`src/hw/rtl/ehcr_pkg.sv`:
```
// Shared types, constants and field helpers for the echo handshake command receiver.
// No dependencies; used by echo_handshake_command_receiver_core.
package ehcr_pkg;

   localparam int MSG_DEPTH_DEF = 16;
   // characters that the command fields ever look at
   localparam int FIELD_CHARS   = 13;

   localparam int CSR_IDX_W  = 3;
   localparam int CSR_DATA_W = 8;

   localparam logic [CSR_IDX_W-1:0] CFG_START_CODE      = 3'd0;
   localparam logic [CSR_IDX_W-1:0] CFG_ACK_CODE        = 3'd1;
   localparam logic [CSR_IDX_W-1:0] CFG_RELEASE_CODE    = 3'd2;
   localparam logic [CSR_IDX_W-1:0] CFG_TYPE_BRIGHTNESS = 3'd3;
   localparam logic [CSR_IDX_W-1:0] CFG_TYPE_COLOR      = 3'd4;
   localparam logic [CSR_IDX_W-1:0] CFG_TYPE_SPEED      = 3'd5;
   localparam logic [CSR_IDX_W-1:0] CFG_TYPE_ANIMATION  = 3'd6;

   localparam logic [7:0] RST_START_CODE      = 8'd2;
   localparam logic [7:0] RST_ACK_CODE        = 8'd6;
   localparam logic [7:0] RST_RELEASE_CODE    = 8'd4;
   localparam logic [3:0] RST_TYPE_BRIGHTNESS = 4'd1;
   localparam logic [3:0] RST_TYPE_COLOR      = 4'd2;
   localparam logic [3:0] RST_TYPE_SPEED      = 4'd3;
   localparam logic [3:0] RST_TYPE_ANIMATION  = 4'd4;

   localparam logic [1:0] KIND_BRIGHTNESS = 2'd0;
   localparam logic [1:0] KIND_COLOR      = 2'd1;
   localparam logic [1:0] KIND_SPEED      = 2'd2;
   localparam logic [1:0] KIND_ANIMATION  = 2'd3;

   localparam logic [7:0] CHAR_ZERO = 8'h30;
   localparam logic [7:0] CHAR_NINE = 8'h39;

   typedef enum logic [1:0] {
      PH_START = 2'd0,
      PH_READ  = 2'd1,
      PH_WRITE = 2'd2,
      PH_ACK   = 2'd3
   } phase_type;

   function automatic logic is_digit(input logic [7:0] c);
      return (c >= CHAR_ZERO) && (c <= CHAR_NINE);
   endfunction

   function automatic logic [3:0] digit_val(input logic [7:0] c);
      logic [7:0] d;
      d = c - CHAR_ZERO;
      return d[3:0];
   endfunction

   // Leading-digit decimal value of up to three characters; v* marks chars inside the message.
   function automatic logic [9:0] field_val(input logic [7:0] c0, input logic [7:0] c1,
                                            input logic [7:0] c2, input logic v0,
                                            input logic v1, input logic v2);
      logic       ok0;
      logic       ok1;
      logic       ok2;
      logic [9:0] d0;
      logic [9:0] d1;
      logic [9:0] d2;
      logic [9:0] r;
      ok0 = v0 && is_digit(c0);
      ok1 = ok0 && v1 && is_digit(c1);
      ok2 = ok1 && v2 && is_digit(c2);
      d0  = {6'd0, digit_val(c0)};
      d1  = {6'd0, digit_val(c1)};
      d2  = {6'd0, digit_val(c2)};
      if (ok2) begin
         r = d0 * 10'd100 + d1 * 10'd10 + d2;
      end else if (ok1) begin
         r = d0 * 10'd10 + d1;
      end else if (ok0) begin
         r = d0;
      end else begin
         r = 10'd0;
      end
      return r;
   endfunction

endpackage

```
`src/hw/rtl/echo_handshake_command_receiver_core.sv`:
```
// Echo handshake command receiver: echoes bytes, collects the message, decodes commands.
// Depends on ehcr_pkg.
// A word accepted at req_* passes the input register, then the result register, to rsp_*.
// Throughput: one word per cycle unless rsp_ready stalls; both registers run as one pass.
// Reset (synchronous, active high): phase read, held char and message length zero,
//   configuration registers at their defaults; message characters are not cleared.
module echo_handshake_command_receiver_core #(
   parameter int MSG_DEPTH = ehcr_pkg::MSG_DEPTH_DEF
) (
   input  logic                            clock,
   input  logic                            reset,
   input  logic                            req_valid,
   output logic                            req_ready,
   input  logic [7:0]                      req_rx_byte,
   output logic                            rsp_valid,
   input  logic                            rsp_ready,
   output logic                            rsp_echo_valid,
   output logic [7:0]                      rsp_echo_byte,
   output logic                            rsp_cmd_valid,
   output logic [1:0]                      rsp_cmd_kind,
   output logic [9:0]                      rsp_value_a,
   output logic [9:0]                      rsp_value_b,
   output logic [9:0]                      rsp_value_c,
   output logic [9:0]                      rsp_value_d,
   input  logic                            csr_write_en,
   input  logic [ehcr_pkg::CSR_IDX_W-1:0]  csr_index,
   input  logic [ehcr_pkg::CSR_DATA_W-1:0] csr_wdata
);

   localparam int LEN_W = $clog2(MSG_DEPTH + 1);
   localparam int NCH   = ehcr_pkg::FIELD_CHARS;

   // configuration
   logic [7:0] start_code_ff;
   logic [7:0] ack_code_ff;
   logic [7:0] release_code_ff;
   logic [3:0] type_bright_ff;
   logic [3:0] type_color_ff;
   logic [3:0] type_speed_ff;
   logic [3:0] type_anim_ff;

   // input register
   logic       in_valid_ff;
   logic [7:0] in_byte_ff;
   logic       advance;

   // block state
   ehcr_pkg::phase_type phase_ff;
   ehcr_pkg::phase_type phase_in;
   logic [7:0]          held_ff;
   logic [LEN_W-1:0]    len_ff;
   logic [7:0]          msg_ff [NCH];

   // actions
   logic       hold_en;
   logic       append_en;
   logic       clear_en;
   logic       decode_en;
   logic       echo_v_in;
   logic [7:0] echo_b_in;

   // decode
   logic [LEN_W-1:0] len_eff;
   logic [7:0]       ch  [NCH];
   logic             chv [NCH];
   logic [3:0]       type_digit;
   logic [9:0]       fa_std;
   logic [9:0]       fa_anim;
   logic [9:0]       fb;
   logic [9:0]       fc;
   logic [9:0]       fd;
   logic             cmd_v_in;
   logic [1:0]       cmd_k_in;
   logic [9:0]       va_in;
   logic [9:0]       vb_in;
   logic [9:0]       vc_in;
   logic [9:0]       vd_in;

   // result register
   logic       rsp_valid_ff;
   logic       echo_v_ff;
   logic [7:0] echo_b_ff;
   logic       cmd_v_ff;
   logic [1:0] cmd_k_ff;
   logic [9:0] va_ff;
   logic [9:0] vb_ff;
   logic [9:0] vc_ff;
   logic [9:0] vd_ff;

   assign advance   = in_valid_ff && (!rsp_valid_ff || rsp_ready);
   assign req_ready = !in_valid_ff || advance;

   always_ff @(posedge clock) begin
      if (reset) begin
         start_code_ff   <= ehcr_pkg::RST_START_CODE;
         ack_code_ff     <= ehcr_pkg::RST_ACK_CODE;
         release_code_ff <= ehcr_pkg::RST_RELEASE_CODE;
         type_bright_ff  <= ehcr_pkg::RST_TYPE_BRIGHTNESS;
         type_color_ff   <= ehcr_pkg::RST_TYPE_COLOR;
         type_speed_ff   <= ehcr_pkg::RST_TYPE_SPEED;
         type_anim_ff    <= ehcr_pkg::RST_TYPE_ANIMATION;
      end else if (csr_write_en) begin
         unique case (csr_index)
            ehcr_pkg::CFG_START_CODE:      start_code_ff   <= csr_wdata;
            ehcr_pkg::CFG_ACK_CODE:        ack_code_ff     <= csr_wdata;
            ehcr_pkg::CFG_RELEASE_CODE:    release_code_ff <= csr_wdata;
            ehcr_pkg::CFG_TYPE_BRIGHTNESS: type_bright_ff  <= csr_wdata[3:0];
            ehcr_pkg::CFG_TYPE_COLOR:      type_color_ff   <= csr_wdata[3:0];
            ehcr_pkg::CFG_TYPE_SPEED:      type_speed_ff   <= csr_wdata[3:0];
            ehcr_pkg::CFG_TYPE_ANIMATION:  type_anim_ff    <= csr_wdata[3:0];
            default: ;
         endcase
      end
   end

   always_ff @(posedge clock) begin
      if (reset) begin
         in_valid_ff <= 1'b0;
      end else if (req_ready) begin
         in_valid_ff <= req_valid;
      end
   end

   always_ff @(posedge clock) begin
      if (req_ready && req_valid) begin
         in_byte_ff <= req_rx_byte;
      end
   end

   // next phase
   always_comb begin
      phase_in = phase_ff;
      unique case (phase_ff)
         ehcr_pkg::PH_START: begin
            if (in_byte_ff == start_code_ff) phase_in = ehcr_pkg::PH_READ;
         end
         ehcr_pkg::PH_READ: begin
            if (in_byte_ff != start_code_ff) phase_in = ehcr_pkg::PH_WRITE;
         end
         ehcr_pkg::PH_WRITE: begin
            if (in_byte_ff == ack_code_ff) begin
               phase_in = ehcr_pkg::PH_ACK;
            end else if (in_byte_ff == release_code_ff) begin
               phase_in = ehcr_pkg::PH_START;
            end
         end
         ehcr_pkg::PH_ACK: begin
            if (in_byte_ff != ack_code_ff) phase_in = ehcr_pkg::PH_WRITE;
         end
         default: phase_in = ehcr_pkg::PH_READ;
      endcase
   end

   // per-phase actions and echo
   always_comb begin
      hold_en   = 1'b0;
      append_en = 1'b0;
      clear_en  = 1'b0;
      decode_en = 1'b0;
      echo_v_in = 1'b1;
      echo_b_in = in_byte_ff;
      unique case (phase_ff)
         ehcr_pkg::PH_START: begin
            if (in_byte_ff == start_code_ff) begin
               clear_en = 1'b1;
            end else if (in_byte_ff != release_code_ff) begin
               echo_v_in = 1'b0;
               echo_b_in = 8'd0;
            end
         end
         ehcr_pkg::PH_READ: begin
            if (in_byte_ff != start_code_ff) hold_en = 1'b1;
         end
         ehcr_pkg::PH_WRITE: begin
            if (in_byte_ff == ack_code_ff) begin
               append_en = 1'b1;
            end else if (in_byte_ff == release_code_ff) begin
               append_en = 1'b1;
               decode_en = 1'b1;
               clear_en  = 1'b1;
            end else begin
               echo_b_in = held_ff;
            end
         end
         ehcr_pkg::PH_ACK: begin
            if (in_byte_ff != ack_code_ff) hold_en = 1'b1;
         end
         default: ;
      endcase
   end

   // message view with the held char appended
   assign len_eff = (len_ff < LEN_W'(MSG_DEPTH)) ? len_ff + LEN_W'(1) : len_ff;

   always_comb begin
      for (int p = 0; p < NCH; p++) begin
         ch[p]  = (LEN_W'(p) < len_ff) ? msg_ff[p] : held_ff;
         chv[p] = LEN_W'(p) < len_eff;
      end
   end

   assign type_digit = 4'(ehcr_pkg::field_val(ch[0], 8'd0, 8'd0, chv[0], 1'b0, 1'b0));
   assign fa_std  = ehcr_pkg::field_val(ch[1], ch[2], ch[3], chv[1], chv[2], chv[3]);
   assign fa_anim = ehcr_pkg::field_val(ch[1], 8'd0, 8'd0, chv[1], 1'b0, 1'b0);
   assign fb = ehcr_pkg::field_val(ch[4], ch[5], ch[6], chv[4], chv[5], chv[6]);
   assign fc = ehcr_pkg::field_val(ch[7], ch[8], ch[9], chv[7], chv[8], chv[9]);
   assign fd = ehcr_pkg::field_val(ch[10], ch[11], ch[12], chv[10], chv[11], chv[12]);

   always_comb begin
      cmd_v_in = 1'b0;
      cmd_k_in = ehcr_pkg::KIND_BRIGHTNESS;
      va_in    = 10'd0;
      vb_in    = 10'd0;
      vc_in    = 10'd0;
      vd_in    = 10'd0;
      if (decode_en) begin
         if (type_digit == type_bright_ff) begin
            cmd_v_in = 1'b1;
            cmd_k_in = ehcr_pkg::KIND_BRIGHTNESS;
            va_in    = fa_std;
         end else if (type_digit == type_color_ff) begin
            cmd_v_in = 1'b1;
            cmd_k_in = ehcr_pkg::KIND_COLOR;
            va_in    = fa_std;
            vb_in    = fb;
            vc_in    = fc;
            vd_in    = fd;
         end else if (type_digit == type_speed_ff) begin
            cmd_v_in = 1'b1;
            cmd_k_in = ehcr_pkg::KIND_SPEED;
            va_in    = fa_std;
         end else if (type_digit == type_anim_ff) begin
            cmd_v_in = 1'b1;
            cmd_k_in = ehcr_pkg::KIND_ANIMATION;
            va_in    = fa_anim;
         end
      end
   end

   always_ff @(posedge clock) begin
      if (reset) begin
         phase_ff <= ehcr_pkg::PH_READ;
         held_ff  <= 8'd0;
         len_ff   <= '0;
      end else if (advance) begin
         phase_ff <= phase_in;
         if (hold_en) held_ff <= in_byte_ff;
         if (clear_en) begin
            len_ff <= '0;
         end else if (append_en && (len_ff < LEN_W'(MSG_DEPTH))) begin
            len_ff <= len_ff + LEN_W'(1);
         end
      end
   end

   // only the leading characters are ever decoded; later ones only count
   always_ff @(posedge clock) begin
      for (int i = 0; i < NCH; i++) begin
         if (advance && append_en && (len_ff == LEN_W'(i))) begin
            msg_ff[i] <= held_ff;
         end
      end
   end

   always_ff @(posedge clock) begin
      if (reset) begin
         rsp_valid_ff <= 1'b0;
      end else if (advance) begin
         rsp_valid_ff <= 1'b1;
      end else if (rsp_ready) begin
         rsp_valid_ff <= 1'b0;
      end
   end

   always_ff @(posedge clock) begin
      if (advance) begin
         echo_v_ff <= echo_v_in;
         echo_b_ff <= echo_b_in;
         cmd_v_ff  <= cmd_v_in;
         cmd_k_ff  <= cmd_k_in;
         va_ff     <= va_in;
         vb_ff     <= vb_in;
         vc_ff     <= vc_in;
         vd_ff     <= vd_in;
      end
   end

   assign rsp_valid      = rsp_valid_ff;
   assign rsp_echo_valid = echo_v_ff;
   assign rsp_echo_byte  = echo_b_ff;
   assign rsp_cmd_valid  = cmd_v_ff;
   assign rsp_cmd_kind   = cmd_k_ff;
   assign rsp_value_a    = va_ff;
   assign rsp_value_b    = vb_ff;
   assign rsp_value_c    = vc_ff;
   assign rsp_value_d    = vd_ff;

   a_len_bound: assert property (@(posedge clock) disable iff (reset)
      len_ff <= LEN_W'(MSG_DEPTH))
      else $error("message length past depth");

   a_decode_ends_msg: assert property (@(posedge clock) disable iff (reset)
      advance && cmd_v_in |=> phase_ff == ehcr_pkg::PH_START && len_ff == '0)
      else $error("command issued without closing the message");

   a_input_held: assert property (@(posedge clock) disable iff (reset)
      in_valid_ff && !advance |=> in_valid_ff && $stable(in_byte_ff))
      else $error("stalled input word lost");

   a_cmd_has_echo: assert property (@(posedge clock) disable iff (reset)
      rsp_valid && rsp_cmd_valid |-> rsp_echo_valid)
      else $error("command without release echo");

   a_extra_fields_zero: assert property (@(posedge clock) disable iff (reset)
      rsp_valid && !(rsp_cmd_valid && rsp_cmd_kind == ehcr_pkg::KIND_COLOR)
      |-> rsp_value_b == 10'd0 && rsp_value_c == 10'd0 && rsp_value_d == 10'd0)
      else $error("color fields set outside color command");

endmodule

```
`config.mk`:
```
export PLATFORM = sky130hd
export DESIGN_NAME = echo_handshake_command_receiver_core
export DESIGN_NICKNAME = d
export VERILOG_FILES = /design/src/hw/rtl/ehcr_pkg.sv /design/src/hw/rtl/echo_handshake_command_receiver_core.sv
export SDC_FILE = /design/constraint.sdc
export NUM_CORES = 1
export LEC_CHECK = 0
export BUFFER_PORTS_ARGS = -buffer_cell sky130_fd_sc_hd__buf_2
export CORE_ASPECT_RATIO = 0.5
export CORE_UTILIZATION = 55
export CTS_CLUSTER_SIZE = 8
export DETAILED_ROUTE_END_ITERATION = 12
export PLACE_DENSITY_LB_ADDON = 0.1
export SLEW_MARGIN = 20
export SYNTH_ARGS = -nofsm -noshare
export SYNTH_HDL_FRONTEND = slang
export SYNTH_SLANG_ARGS = --single-unit
```
`constraint.sdc`:
```
create_clock -name clock -period 4.9 [get_ports clock]
set_input_delay 0.98 -clock clock [delete_from_list [all_inputs] [get_ports clock]]
set_output_delay 0.98 -clock clock [all_outputs]
set_load 0.01 [all_outputs]
```
; Word level (Yosys, flattened, before mapping)
; Memories as Yosys holds them, arrays and structs flattened.
; Index checks and enable logic that the tools add are counted.
[classes]
order_cmp = 53
n_addsub = 26
multipliers = 12
n_eq_ne = 35
n_bitwise = 3
reduce_logical = 86
n_mux = 126
[op_table]
columns = operator, n
row1 = 8-bit 2-to-1 mux, 29
row2 = 8-bit by 6-bit greater-or-equal comparator with 1-bit output (second input constant), 13
row3 = 8-bit by 6-bit less-or-equal comparator with 1-bit output (second input constant), 13
row4 = 8-bit OR reduction, 12
row5 = 10-bit 2-to-1 mux, 8
row6 = 4-bit 2-to-1 mux, 17
row7 = 4-bit by 3-bit multiplier with 7-bit output (second input constant), 8
row8 = 1-bit 2-to-1 mux, 54
row9 = 4-bit by 1-bit subtractor with 4-bit output (second input constant), 13
row10 = 1-bit logical AND, 51
row11 = 4-bit by 5-bit < comparator with 1-bit output (first input constant), 10
row12 = 10-bit by 4-bit adder with 10-bit output, 4
row13 = 10-bit by 8-bit adder with 10-bit output, 4
row14 = 3-bit by 5-bit < comparator with 1-bit output (first input constant), 8
row15 = 8-bit by 4-bit adder with 9-bit output, 4
row16 = 9-bit 2-to-1 mux, 4
row17 = 4-bit by 5-bit multiplier with 8-bit output (second input constant), 4
row18 = 5-bit by 4-bit == test with 1-bit output (second input constant), 5
row19 = 8-bit == test, 3
row20 = 8-bit != test, 3
row21 = 5-bit by 3-bit == test with 1-bit output (second input constant), 4
row22 = 1-bit by 5-bit < comparator with 1-bit output (first input constant), 4
row23 = 2-bit by 5-bit < comparator with 1-bit output (first input constant), 4
row24 = 2-bit AND reduction, 9
row25 = other kinds (27), 53
[totals]
reg_bits = 117
input_bits = 24
memories = 1
output_inout_bits = 54
elab_cells = 364
mem_bits_rw = 104
[memory_table]
columns = name, words, word_bits, read_ports, rd_clocked_by_memory_dff, write_ports, line_no
row1 = msg_ff, 13, 8, 13, 0, 1, echo_handshake_command_receiver_core.sv:52  ; logic [7:0] msg_ff [NCH];

; Longest topological paths before layout
[logic_depth]
depth_word = 21
depth_mapped = 18
depth_no_buf = 16

; Worst setup path before layout
; Ideal clock, no wire load.
[synth_timing]
path_kind = register -> register
startpoint = reg len_ff[4]
endpoint = reg va_ff[9], in the netlist rsp_value_a[9], data pin
required_ps = 4627
setup_slack_ps = 601
stages_incl_launch_ff = 19
setup_time_ps = 273
arrival_time_ps = 4027
synth_period_minus_slack_ps = 4299
path_buffers = 2
path_cell_list = dfxtp_1 > buf_4 > buf_2 > nor3_2 > a21boi_2 > mux2i_1 > inv_1 > ha_1 > ha_1 > ha_1 > a21oi_1 > xnor2_1 > ha_1 > ha_1 > a21oi_1 > o21bai_1 > a21oi_1 > xnor2_1 > nor3b_1
[synth_via]
elab_chain_len = 13
[synth_rtl]
columns = item, line_no
row1 = "start, declared", echo_handshake_command_receiver_core.sv:51  ; logic [LEN_W-1:0] len_ff;
row2 = "start signal, assigned", echo_handshake_command_receiver_core.sv:251  ; len_ff <= len_ff + LEN_W'(1);
row3 = "parallel branches: the longest is 12 deep, another holds 10-bit by 8-bit adder with 10-bit output", --
row4 = 10-bit 2-to-1 mux (*), echo_handshake_command_receiver_core.sv:217  ; if (type_digit == type_bright_ff) begin
row5 = "end signal, assigned", echo_handshake_command_receiver_core.sv:281  ; va_ff <= va_in;
row6 = "end, declared", echo_handshake_command_receiver_core.sv:85  ; logic [9:0] va_ff;
; Mark *: on every way between the ends.
; A chain may end at the register's enable or synchronous reset.

; Worst setup path in the final report
[layout_timing]
startpoint = reg len_ff[3]
endpoint = reg vb_ff[9], in the netlist rsp_value_b[9], data pin
[layout_via]
elab_chain_len = 10
[layout_rtl]
columns = item, line_no
row1 = "parallel branches: the longest is 10 deep, another holds 10-bit by 8-bit adder with 10-bit output", --
row2 = "end signal, assigned", echo_handshake_command_receiver_core.sv:282  ; vb_ff <= vb_in;
row3 = "end, declared", echo_handshake_command_receiver_core.sv:86  ; logic [9:0] vb_ff;
; Parallel ways; which one is timed is not known.

==> results.md <==
- GR Overflow Total: 0
- Area of the mapped netlist: 0.0141 sq mm
- Final-report hold violation count: 0
- Required time reported for the critical path endpoint: 5.20 ns
- Max-slew headroom at the worst pin: 27.9%
- Power density cells: 284 mW/mm^2
- Depth of the worst register-to-register path: 16
- Proportion of netlist area held by the largest area contributor: 34.9%
- Clock slew at reported path FFs: 0.06 ns
- Number of rows created at floorplan: a little over 40
- Unique masters post-synth: 77
- Worst Setup End Kind: register
- Placed wire-length estimate after detailed placement: 24.4 mm
- Static Leak: 0.00696 uW
- Endpoint of the lowest-slack register-to-register path: rsp_value_b[9]
- Clk sink count: 221
- Reg-to-reg slack, setup: 0.48 ns
- CTS tree: built
- Setup repair after global routing missed its margin: false
- Overall via count from detail_route: 10200
- Status: finished clean
- Average detailed-routed wire length per instance: roughly 19 microns
- Largest area contributor in the netlist: sky130_fd_sc_hd__edfxtp_1
- Number of inserted filler cells in the final layout: just over 2000
- Flip-flop cell with the highest count after synthesis: sky130_fd_sc_hd__edfxtp_1
- Global-route wire length before repair: 53.3 mm
- Syn avg cell area: 10.6 sq um
- Total detailed-routing wirelength: 33.4 mm
- Number of buffers inserted by post-CTS setup repair: 0
- Skew-Pair Late Insertion Delay: approximately 0.58 ns
- Total CTS buffers: 31
- Max frequency: between 200 and 250 MHz
- Crit Reg-Reg Startpoint: len_ff[3]
- Min Clock Period, post-route: 4.42 ns
- Antenna diode count: 0
- Layout area overhead: 13.4%
- Launching element of the worst setup path: len_ff[3]
- Pin count of the biggest net entering global routing: 58
- Area inside the core boundary: 0.0252 sq mm
- Final net count: 1629
- Yosys warning count: 0
- Number of H-tree levels: 1
- Post-DRT Antenna Nets: 0
- Worst setup timing slack at the placement stage: 0.544 ns
- Layout cell share with drive strength beyond 1: roughly 15%
- Share of synthesized registers carrying an async set or reset: 0%
- Initial detailed-routing violation count: 828
- CP startpoint kind: register
- Full die area: roughly 0.026 sq mm
- Setup_tns: 0 ns
- Peak supply drop: 0.000312 V
- Category of the most critical setup path: reg -> reg
- Post-synthesis register bit count: about 220
- Final worst slack: between 0.4 and 0.5 ns
- Max Root-Sink Buffers: 3
- Mapped Cells: 1326
- Number of endpoints failing setup at the final stage: 0
- Initial antenna violation count: 0
- Count of input and output buffers: between 70 and 80
- Number of enable flip-flop cells after synthesis: 164
- Hold buffers post-CTS: 0
- Vias in the first global route: 9923
- Worst Skew: between 0.03 and 0.04 ns
- Largest fanout of any net on the critical path: 16
- Non-filler cells, final: 1803
- Inst Count DP: 1745
- Detailed-router iteration count before antenna repair: 5
- Library cell used as clock root buffer: sky130_fd_sc_hd__clkbuf_16
- Main area contributors after synthesis: sky130_fd_sc_hd__edfxtp_1, sky130_fd_sc_hd__ha_1, sky130_fd_sc_hd__dfxtp_1
- Count of max-cap constraint violations: 0
- Leading cell type in the layout, fill and taps excluded: sky130_fd_sc_hd__edfxtp_1
- Number of ports placed on the die boundary: between 70 and 80
- Slew at the pin closest to its max-slew limit: 1.08 ns
- Worst hold path type: reg -> reg
- Number of max-slew violations in the final report: 0
- Arrival time reported for the critical path endpoint: 4.71 ns
- Placer congestion estimate: 0.905
- Total DRC errors in the routed layout: 0
- Commonest cells after routing, fill and taps aside: sky130_fd_sc_hd__edfxtp_1, sky130_fd_sc_hd__ha_1, sky130_fd_sc_hd__a21oi_1
- Die W: 229 microns
- CP Capture Point: rsp_value_b[9]
- Crit share post-route: about nine tenths
- Initial Util: 56.0%
- Via count normalized by instance count: 5.64
- Chip Height: 115 microns
- Overall Global Routing Usage: 25.7%
- Share of the yosys chip area belonging to registers: 43.0%
- Worst hold margin: 0.466 ns
- Net count of the mapped netlist: 1520
- Resized Gates After CTS: 0
==> cell families (layout without fill, tap and decap cells) <==
logic type | count (synthesis) | count (layout) | share of synthesized area (%)
AND/OR/NAND/NOR | 348 | 348 | 12.3
AO/OA/AOI/OAI | 265 | 265 | 12.2
flip-flops | 221 | 221 | 43.0
adder cells (fa/ha/maj) | 170 | 170 | 16.5
buffers and inverters | 150 | 283 | 4.30
XOR/XNOR | 89 | 89 | 5.52
multiplexers | 83 | 83 | 6.16
==> report_power, final <==
part	switching (uW)	leakage [uW]	internal [uW]	total, uW
clock	808	0.000424	1180	1990
combinational	285	0.00461	192	476
sequential	29.5	0.00193	2040	2070
total	1120	0.00696	3420	4540
==> layout make-up <==
type,instances,area [sq um],area share [%]
tap,344,430,2.69
inverter,95,357,2.23
clock inverter,2,25.0,0.156
clock buffer,55,866,5.41
multi-input combinational,955,7470,46.7
sequential,221,6070,37.9
timing repair buffer,131,788,4.93
==> critical path: stages (launching register included) <==
cell,delay [ns]
sky130_fd_sc_hd__dfxtp_1,0.71
sky130_fd_sc_hd__nor2_2,0.21
sky130_fd_sc_hd__nand2_1,0.28
sky130_fd_sc_hd__mux2i_1,0.53
sky130_fd_sc_hd__inv_1,0.27
sky130_fd_sc_hd__ha_1,0.28
sky130_fd_sc_hd__ha_1,0.20
sky130_fd_sc_hd__inv_1,0.07
sky130_fd_sc_hd__fa_1,0.40
sky130_fd_sc_hd__inv_1,0.07
sky130_fd_sc_hd__ha_1,0.23
sky130_fd_sc_hd__ha_1,0.31
sky130_fd_sc_hd__inv_1,0.09
sky130_fd_sc_hd__o21bai_1,0.08
sky130_fd_sc_hd__a21oi_1,0.19
sky130_fd_sc_hd__xnor2_1,0.14
sky130_fd_sc_hd__nor3b_1,0.07
==> Yosys cell counts (20+ instances only) <==
| master | count |
|---|---|
| sky130_fd_sc_hd__ha_1 | 143 |
| sky130_fd_sc_hd__a21oi_1 | 114 |
| sky130_fd_sc_hd__nor2_1 | 97 |
| sky130_fd_sc_hd__o21ai_0 | 20 |
| sky130_fd_sc_hd__nand2_1 | 105 |
| sky130_fd_sc_hd__clkbuf_1 | 35 |
| sky130_fd_sc_hd__dfxtp_1 | 57 |
| sky130_fd_sc_hd__a211oi_1 | 20 |
| sky130_fd_sc_hd__fa_1 | 27 |
| sky130_fd_sc_hd__edfxtp_1 | 164 |
| sky130_fd_sc_hd__xor2_1 | 31 |
| sky130_fd_sc_hd__mux2i_1 | 54 |
| sky130_fd_sc_hd__inv_1 | 95 |
| sky130_fd_sc_hd__mux2_2 | 28 |
| sky130_fd_sc_hd__xnor2_1 | 58 |
==> registers in the layout, summed over array words and instances (netlist names), 2 cells and up <==
name / cells
msg_ff: 104
rsp_value_b: 10
ack_code_ff: 8
rsp_echo_byte: 8
type_color_ff: 4
rsp_value_d: 10
type_bright_ff: 4
phase_ff: 2
type_speed_ff: 4
release_code_ff: 8
start_code_ff: 8
rsp_value_a: 10
type_anim_ff: 4
len_ff: 5
rsp_cmd_kind: 2
in_byte_ff: 8
rsp_value_c: 10
held_ff: 8
==> layer usage <==
layer	wire, microns	GRT usage, %	share of wire (%)	up-vias
li1	-	-	-	5001
met1	16700	38.2	50	4857
met2	14200	39.5	42	271
met3	1930	4.34	5.8	41
met4	537	5.28	1.6	0
met5	0	0	0	-
==> stage by stage <==
step                      util (%)  total power (uW)  area, sq um
after detailed placement      59.9              2580        15100
after floorplan                  -              2430        14100
after CTS                     63.5              4580        16000
final                         63.5              4540        16000
after global routing          63.5              4710        16000
after global placement        59.9              2570        15100
==> worst min-delay path by stage <==
stage | cells after the start | endpoint | start | slack (ns)
after floorplan | 2 | ack_code_ff[3] | ack_code_ff[3] | 0.45
after global placement | 2 | start_code_ff[7] | start_code_ff[7] | 0.46
after detailed placement | 2 | ack_code_ff[7] | ack_code_ff[7] | 0.46
after CTS | 2 | ack_code_ff[7] | ack_code_ff[7] | 0.47
after global routing | 2 | start_code_ff[3] | start_code_ff[3] | 0.49
final | 2 | release_code_ff[7] | release_code_ff[7] | 0.47
Note: power is estimated with default switching activity, not from simulation.
